$ cat src/sv/tcs_pkg.sv
// Shared types, constants and keyword tables for the token classifier stream.
package tcs_pkg;

	localparam int unsigned LENGTH_SAT_DEFAULT = 255;
	localparam int unsigned KW_COUNT = 5;

	localparam logic [2:0] KW_IF    = 3'd0;
	localparam logic [2:0] KW_ELSE  = 3'd1;
	localparam logic [2:0] KW_FOR   = 3'd2;
	localparam logic [2:0] KW_INT   = 3'd3;
	localparam logic [2:0] KW_BREAK = 3'd4;

	localparam logic [7:0] CHAR_SEMI = 8'h3B;

	typedef struct packed {
		logic       is_keyword;
		logic [2:0] keyword_index;
		logic       is_identifier;
		logic       is_constant;
		logic       is_operator;
		logic       is_end_symbol;
		logic       is_unidentified;
		logic [7:0] token_length;
	} result_t;

	function automatic logic is_space(input logic [7:0] c);
		return ((c >= 8'd9) && (c <= 8'd13)) || (c == 8'd32);
	endfunction

	function automatic logic is_digit(input logic [7:0] c);
		return (c >= "0") && (c <= "9");
	endfunction

	function automatic logic is_lower(input logic [7:0] c);
		return (c >= "a") && (c <= "z");
	endfunction

	function automatic logic is_op(input logic [7:0] c);
		return (c == "+") || (c == "-") || (c == "=") || (c == "/") || (c == "*") ||
			(c == "%") || (c == "(") || (c == ")") || (c == "<") || (c == ">");
	endfunction

	function automatic logic [2:0] kw_len(input logic [2:0] k);
		logic [2:0] n;
		unique case (k)
			KW_IF:    n = 3'd2;
			KW_ELSE:  n = 3'd4;
			KW_FOR:   n = 3'd3;
			KW_INT:   n = 3'd3;
			KW_BREAK: n = 3'd5;
			default:  n = 3'd0;
		endcase
		return n;
	endfunction

	// Keyword text, first character in the top byte, padded with zero bytes.
	function automatic logic [7:0] kw_char(input logic [2:0] k, input logic [2:0] pos);
		logic [39:0] word;
		logic [7:0]  ch;
		unique case (k)
			KW_IF:    word = {"if", 24'h0};
			KW_ELSE:  word = {"else", 8'h0};
			KW_FOR:   word = {"for", 16'h0};
			KW_INT:   word = {"int", 16'h0};
			KW_BREAK: word = "break";
			default:  word = 40'h0;
		endcase
		unique case (pos)
			3'd0:    ch = word[39:32];
			3'd1:    ch = word[31:24];
			3'd2:    ch = word[23:16];
			3'd3:    ch = word[15:8];
			3'd4:    ch = word[7:0];
			default: ch = 8'h00;
		endcase
		return ch;
	endfunction

endpackage

$ cat src/sv/token_classifier_stream.sv
// Token classifier stream: byte-serial tokenizer with a registered, skid-buffered result.
//
// Input channel: one text byte per beat on char_code, qualified by in_valid and
// held off by in_stall. A whitespace byte (codes 9 to 13 and 32), or a beat with
// end_of_input set, closes the pending token; any other byte extends it.
// Output channel: one classification record per closed token, qualified by
// out_valid and held off by out_stall.
// Throughput is one input beat per cycle while in_stall is low. Each beat
// updates a small set of per-token flag registers; the closing beat is
// classified by short logic from those registers into the result register,
// or into the skid register while the result register holds a stalled record.
// When the receiver stalls, the pending record holds on the output and a second
// record may land in a one-entry skid register; in_stall rises only while that
// skid register is full. Input beats that close no token keep flowing as long as
// in_stall is low.
// Reset empties both result registers and leaves the tokenizer outside a token.
// Token lengths count up to LENGTH_SATURATION and stay there; the output field
// carries the low eight bits of the count.
module token_classifier_stream #(
	parameter int unsigned LENGTH_SATURATION = tcs_pkg::LENGTH_SAT_DEFAULT
) (
	input  logic       clk,
	input  logic       arst_n,
	input  logic       in_valid,
	output logic       in_stall,
	input  logic [7:0] char_code,
	input  logic       end_of_input,
	output logic       out_valid,
	input  logic       out_stall,
	output logic       is_keyword,
	output logic [2:0] keyword_index,
	output logic       is_identifier,
	output logic       is_constant,
	output logic       is_operator,
	output logic       is_end_symbol,
	output logic       is_unidentified,
	output logic [7:0] token_length
);
	import tcs_pkg::*;

	localparam int unsigned LW = $clog2(LENGTH_SATURATION + 1);
	localparam logic [LW-1:0] LEN_MAX = LW'(LENGTH_SATURATION);
	localparam logic [LW-1:0] LEN_ONE = LW'(1);

	logic          in_token_q;
	logic [LW-1:0] len_q;
	logic [7:0]    held_q;
	logic          digits_q;
	logic          ident_q;
	logic          op_q;
	logic [KW_COUNT-1:0] alive_q;

	result_t  main_q;
	result_t  skid_q;
	logic     main_valid_q;
	logic     skid_valid_q;

	logic     accept;
	logic     closing;
	logic     produce;
	logic     out_fire;
	result_t  rec;

	logic [LW-1:0]       pos;
	logic [KW_COUNT-1:0] alive_next;

	assign accept   = in_valid && !in_stall;
	assign closing  = end_of_input || is_space(char_code);
	assign produce  = accept && closing && in_token_q;
	assign out_fire = main_valid_q && !out_stall;
	assign in_stall = skid_valid_q;

	// Position of the held byte within the token, for folding it into the prefix.
	assign pos = len_q - LEN_ONE;

	always_comb begin
		for (int k = 0; k < KW_COUNT; k++) begin
			alive_next[k] = alive_q[k] && (pos < LW'(kw_len(3'(k)))) &&
				(kw_char(3'(k), pos[2:0]) == held_q);
		end
	end

	// Classification of the pending token, as it stands before the closing beat.
	always_comb begin
		logic          strip;
		logic          kw;
		logic [2:0]    kidx;
		logic          digits;
		logic          ident;
		logic          op;
		logic          endsy;
		logic [LW-1:0] lm1;
		strip = (held_q == CHAR_SEMI) && (len_q != LEN_ONE);
		lm1   = len_q - LEN_ONE;
		kw    = 1'b0;
		kidx  = KW_IF;
		if (strip) begin
			digits = digits_q;
			ident  = ident_q;
			op     = op_q;
		end else begin
			digits = digits_q && is_digit(held_q);
			ident  = ident_q && ((len_q == LEN_ONE) ? is_lower(held_q) :
				(is_lower(held_q) || is_digit(held_q)));
			op     = op_q || is_op(held_q);
		end
		for (int k = 0; k < KW_COUNT; k++) begin
			if (strip) begin
				if (alive_q[k] && (LW'(kw_len(3'(k))) + LEN_ONE == len_q)) begin
					kw   = 1'b1;
					kidx = 3'(k);
				end
			end else begin
				if (alive_q[k] && (LW'(kw_len(3'(k))) == len_q) &&
					(kw_char(3'(k), lm1[2:0]) == held_q)) begin
					kw   = 1'b1;
					kidx = 3'(k);
				end
			end
		end
		endsy = strip || ((len_q == LEN_ONE) && (held_q == CHAR_SEMI));
		ident = ident && !kw;

		rec.is_keyword      = kw;
		rec.keyword_index   = kw ? kidx : 3'd0;
		rec.is_identifier   = ident;
		rec.is_constant     = digits;
		rec.is_operator     = op;
		rec.is_end_symbol   = endsy;
		rec.is_unidentified = !kw && !ident && !digits && !op && !endsy;
		rec.token_length    = 8'(len_q);
	end

	always_ff @(posedge clk or negedge arst_n) begin
		if (!arst_n) begin
			in_token_q <= 1'b0;
			len_q      <= '0;
			held_q     <= '0;
			digits_q   <= 1'b1;
			ident_q    <= 1'b1;
			op_q       <= 1'b0;
			alive_q    <= '1;
		end else if (accept) begin
			if (closing) begin
				in_token_q <= 1'b0;
				len_q      <= '0;
				held_q     <= '0;
				digits_q   <= 1'b1;
				ident_q    <= 1'b1;
				op_q       <= 1'b0;
				alive_q    <= '1;
			end else if (!in_token_q) begin
				in_token_q <= 1'b1;
				len_q      <= LEN_ONE;
				held_q     <= char_code;
				digits_q   <= 1'b1;
				ident_q    <= 1'b1;
				op_q       <= 1'b0;
				alive_q    <= '1;
			end else begin
				digits_q <= digits_q && is_digit(held_q);
				ident_q  <= ident_q && ((len_q == LEN_ONE) ? is_lower(held_q) :
					(is_lower(held_q) || is_digit(held_q)));
				op_q     <= op_q || is_op(held_q);
				alive_q  <= alive_next;
				held_q   <= char_code;
				if (len_q < LEN_MAX) begin
					len_q <= len_q + LEN_ONE;
				end
			end
		end
	end

	// Result register with a one-entry skid behind it.
	always_ff @(posedge clk or negedge arst_n) begin
		if (!arst_n) begin
			main_valid_q <= 1'b0;
			skid_valid_q <= 1'b0;
		end else if (out_fire) begin
			if (skid_valid_q) begin
				skid_valid_q <= 1'b0;
			end else if (!produce) begin
				main_valid_q <= 1'b0;
			end
		end else if (produce) begin
			if (main_valid_q) begin
				skid_valid_q <= 1'b1;
			end else begin
				main_valid_q <= 1'b1;
			end
		end
	end

	always_ff @(posedge clk) begin
		if (out_fire) begin
			if (skid_valid_q) begin
				main_q <= skid_q;
			end else if (produce) begin
				main_q <= rec;
			end
		end else if (produce) begin
			if (main_valid_q) begin
				skid_q <= rec;
			end else begin
				main_q <= rec;
			end
		end
	end

	assign out_valid       = main_valid_q;
	assign is_keyword      = main_q.is_keyword;
	assign keyword_index   = main_q.keyword_index;
	assign is_identifier   = main_q.is_identifier;
	assign is_constant     = main_q.is_constant;
	assign is_operator     = main_q.is_operator;
	assign is_end_symbol   = main_q.is_end_symbol;
	assign is_unidentified = main_q.is_unidentified;
	assign token_length    = main_q.token_length;

endmodule
$ cat config.mk
export PLATFORM = sky130hd
export DESIGN_NAME = token_classifier_stream
export DESIGN_NICKNAME = d
export VERILOG_FILES = /design/src/sv/tcs_pkg.sv /design/src/sv/token_classifier_stream.sv
export SDC_FILE = /design/constraint.sdc
export NUM_CORES = 1
export LEC_CHECK = 0
export ABC_AREA = 1
export BUFFER_PORTS_ARGS = -buffer_cell sky130_fd_sc_hd__buf_2
export CORE_MARGIN = 2
export CORE_UTILIZATION = 34
export DETAILED_ROUTE_END_ITERATION = 8
export PLACE_DENSITY_LB_ADDON = 0.15
export SKIP_CTS_REPAIR_TIMING = 1
export SLEW_MARGIN = 5
export SYNTH_ARGS = -nofsm -noshare
export SYNTH_HDL_FRONTEND = slang
export SYNTH_SLANG_ARGS = --single-unit
$ cat constraint.sdc
create_clock -name clk -period 3.1 [get_ports clk]
set_clock_uncertainty 0.2 [all_clocks]
set_input_delay 0.31 -clock clk [delete_from_list [all_inputs] [get_ports clk]]
set_output_delay 0.31 -clock clk [all_outputs]
set_load 0.01 [all_outputs]
==> results.cfg <==
[setup_path]
crit_chain = inv_1 -> ha_1 -> ha_4 -> inv_2 -> nand2_2 -> nand2_1 -> inv_1 -> nand2_1 -> nand3_1 -> nor2_1 -> nand3_1 -> nand2_1 -> nand2_1 -> nand2_4 -> nor2_8 -> nand2_4 -> nand2_1 -> nand2_1
crit_top_cell = nand2_1
cp_slowest_stage_delay_ns = 0.42
crit_family = simple AND/OR/NAND/NOR gates
critPathMaxFanout = 10
r2r_slack_ns = 0.30
cp_slowest_cell = dfrtp_1
crit_path_end_kind = flip-flop
critPathLaunchType = flip-flop
crit_required_ns = 3.01
crit_arrival_ns = 2.72
worstSetupPathType = flip-flop to flip-flop
crit_buf_inv = 3

[timing]
setup_tns_ns = 0
rsz0062_at_grt = false
hold-worst-slack_ns = 0.0129
fin_crit_ns = 2.80
slew_headroom = 0.522
tightest_slew_ns = 0.717
post-route-period-util = 0.904
hold_viol_final = 0
finalSetupViolations = 0
drv_slew = 0
fmax_ghz = 0.357

[die]
core_area_mm2 = 0.0108
die_w_um = 109
start_util = 0.347
ios = 32
die_area_mm2 = 0.0119
num_rows = 38
die_height_um = 109

[cells_and_area]
final.fill_count = 1137
final_util = 0.401
insertedDiodeCount = 0
drive_gt1_frac = 0.191
syn_to_final_growth_pct = 15.7
seqCellArea_mm2 = 0.00171
multiInputGateArea_mm2 = 0.00180
nets = 550
stdcell_count = 673

[synthesis]
async_flop_share = 0.443
synthCells = 486
post-synth-top-count-cell = nand2_1
synth_top_flop_cell = edfxtp_1
synth-edff-count = 34
yosysUniqueCellTypes = 39
syn_area_mm2 = 0.00374
synth_top_area_frac = 0.273
yosys.area.top_type = edfxtp_1
ys_seq_elements = 61
synth_common_cells = nand2_1 (140), nor2_1 (52), inv_1 (47)
synth.net_count = 508
synth_seq_area_share = 0.456
synth_area_leaders = edfxtp_1 (27%), nand2_1 (14%), dfrtp_1 (13%)
syn_avg_cell_area_um2 = 7.70
yosys_warnings = 0

[global_route]
grt_pass1_vias = 3202
grt_max_degree = 28
grtUsageTotal = 0.184
grt_overflow = 0
antenna_found_initial = 0
grt_pass1_wl_um = 16500

[drt]
viasPerCell = 4.95
drc = 0
drtPass1Iterations = 4
initialDrtViolationCount = 140
totalWireLength_um = 9950
wl_per_cell_um = 14.8
vias = 3328
postRouteAntennaNets = 0

[clock_tree]
cts_buffers = 9
clk_pin_slew_ns = 0.08
clk_path_buf_depth = 2
root_buffer = clkbuf_8
tritoncts = yes
h-tree-depth = 3
clk_latency_ns = 0.35
clock-sinks = 61

[place]
routabilityCongestion = 0.926
hpwl_um = 7430
dp.cells = 656
port-buffer-count = 31

[power]
vdd_drop_max_mv = 0.407
p_leak_nw = 2.01
power_density_mw_per_mm2 = 856

[job]
max-cap-violations = 0

[hold_path]
hold_class = input port to flip-flop

[run_status]
status = complete, no violations
## cells in the final DEF (no fill, tap or decap), types with 4 or more instances in the layout
| cell | netlist | layout |
|---|---|---|
| a21oi_1 | 14 | 14 |
| xor2_1 | 6 | 6 |
| a31oi_1 | 5 | 5 |
| inv_1 | 47 | 47 |
| nor2_1 | 52 | 49 |
| dfrtp_1 | 20 | 19 |
| nor2_2 | 3 | 6 |
| dfstp_2 | 7 | 7 |
| nand4_1 | 11 | 11 |
| buf_2 | 3 | 31 |
| o21ai_1 | 8 | 6 |
| nand3_1 | 40 | 40 |
| edfxtp_1 | 34 | 34 |
| ha_1 | 9 | 8 |
| buf_4 | 1 | 9 |
| nand2_1 | 140 | 140 |
| inv_2 | 8 | 8 |
| clkbuf_8 | 0 | 9 |
| nand2_2 | 8 | 8 |
| o21ai_0 | 31 | 31 |
| o21ai_2 | 2 | 4 |
## through the flow
step	power, mW	area, µm²	setup WS (ns)
after global placement	2.89	4090	0.147
after detailed placement	2.91	4090	0.0963
after CTS	3.66	4280	0.0884
after floorplan	2.43	3740	0.375
final	3.71	4330	0.296
after global routing	4.03	4330	0.0496
## registers in the layout (all words and copies together) (netlist names), 3 cells and up
register / count
held_q: 8
alive_q: 5
len_q: 8
keyword_index: 3
token_length: 8
skid_q: 17
## cell type report
cell class,count,area share
Tap cell,140,0.0405
Sequential cell,61,0.394
Clock inverter,7,0.0168
Clock buffer,9,0.0286
Multi-Input combinational cell,357,0.415
Inverter,58,0.0509
Timing Repair Buffer,41,0.0538
## power by group
| group | switching [mW] | internal [mW] | leakage (nW) |
|---|---|---|---|
| combinational | 1.14 | 0.569 | 1.26 |
| clock | 0.354 | 0.374 | 0.0960 |
| sequential | 0.168 | 1.10 | 0.652 |
| total | 1.66 | 2.04 | 2.01 |
## worst min-delay path, cell delays in order
cell,delay (ns)
buf_2,0.09
nand3_1,0.06
o21ai_0,0.06
## kinds of logic (layout without fill, tap and decap cells)
kind of cell,count (synthesis),in the layout,synth area share
simple gates,274,274,0.328
compound gates,68,68,0.0990
buf+inv,68,115,0.0729
flops,61,61,0.456
fa+ha+maj,9,9,0.0301
xor+xnor,6,6,0.0140
## worst paths after layout
path                               from         end  depth (start not counted)
min in group asynchronous        arst_n        op_q                          2
setup / recovery               len_q[1]  is_keyword                         18
hold / removal             char_code[7]   held_q[7]                          3
setup reg to reg               len_q[1]  is_keyword                         18
hold reg to reg              alive_q[4]  alive_q[4]                          2
max in group asynchronous        arst_n    len_q[0]                          2
## routing by layer
layer,vias to the layer above,track usage,share of wire
li1,1685,-,-
met1,1545,0.244,0.48
met2,82,0.296,0.46
met3,16,0.0365,0.041
met4,0,0.0659,0.017
met5,-,0,0
No activity file was read; power rests on OpenSTA's default activity.
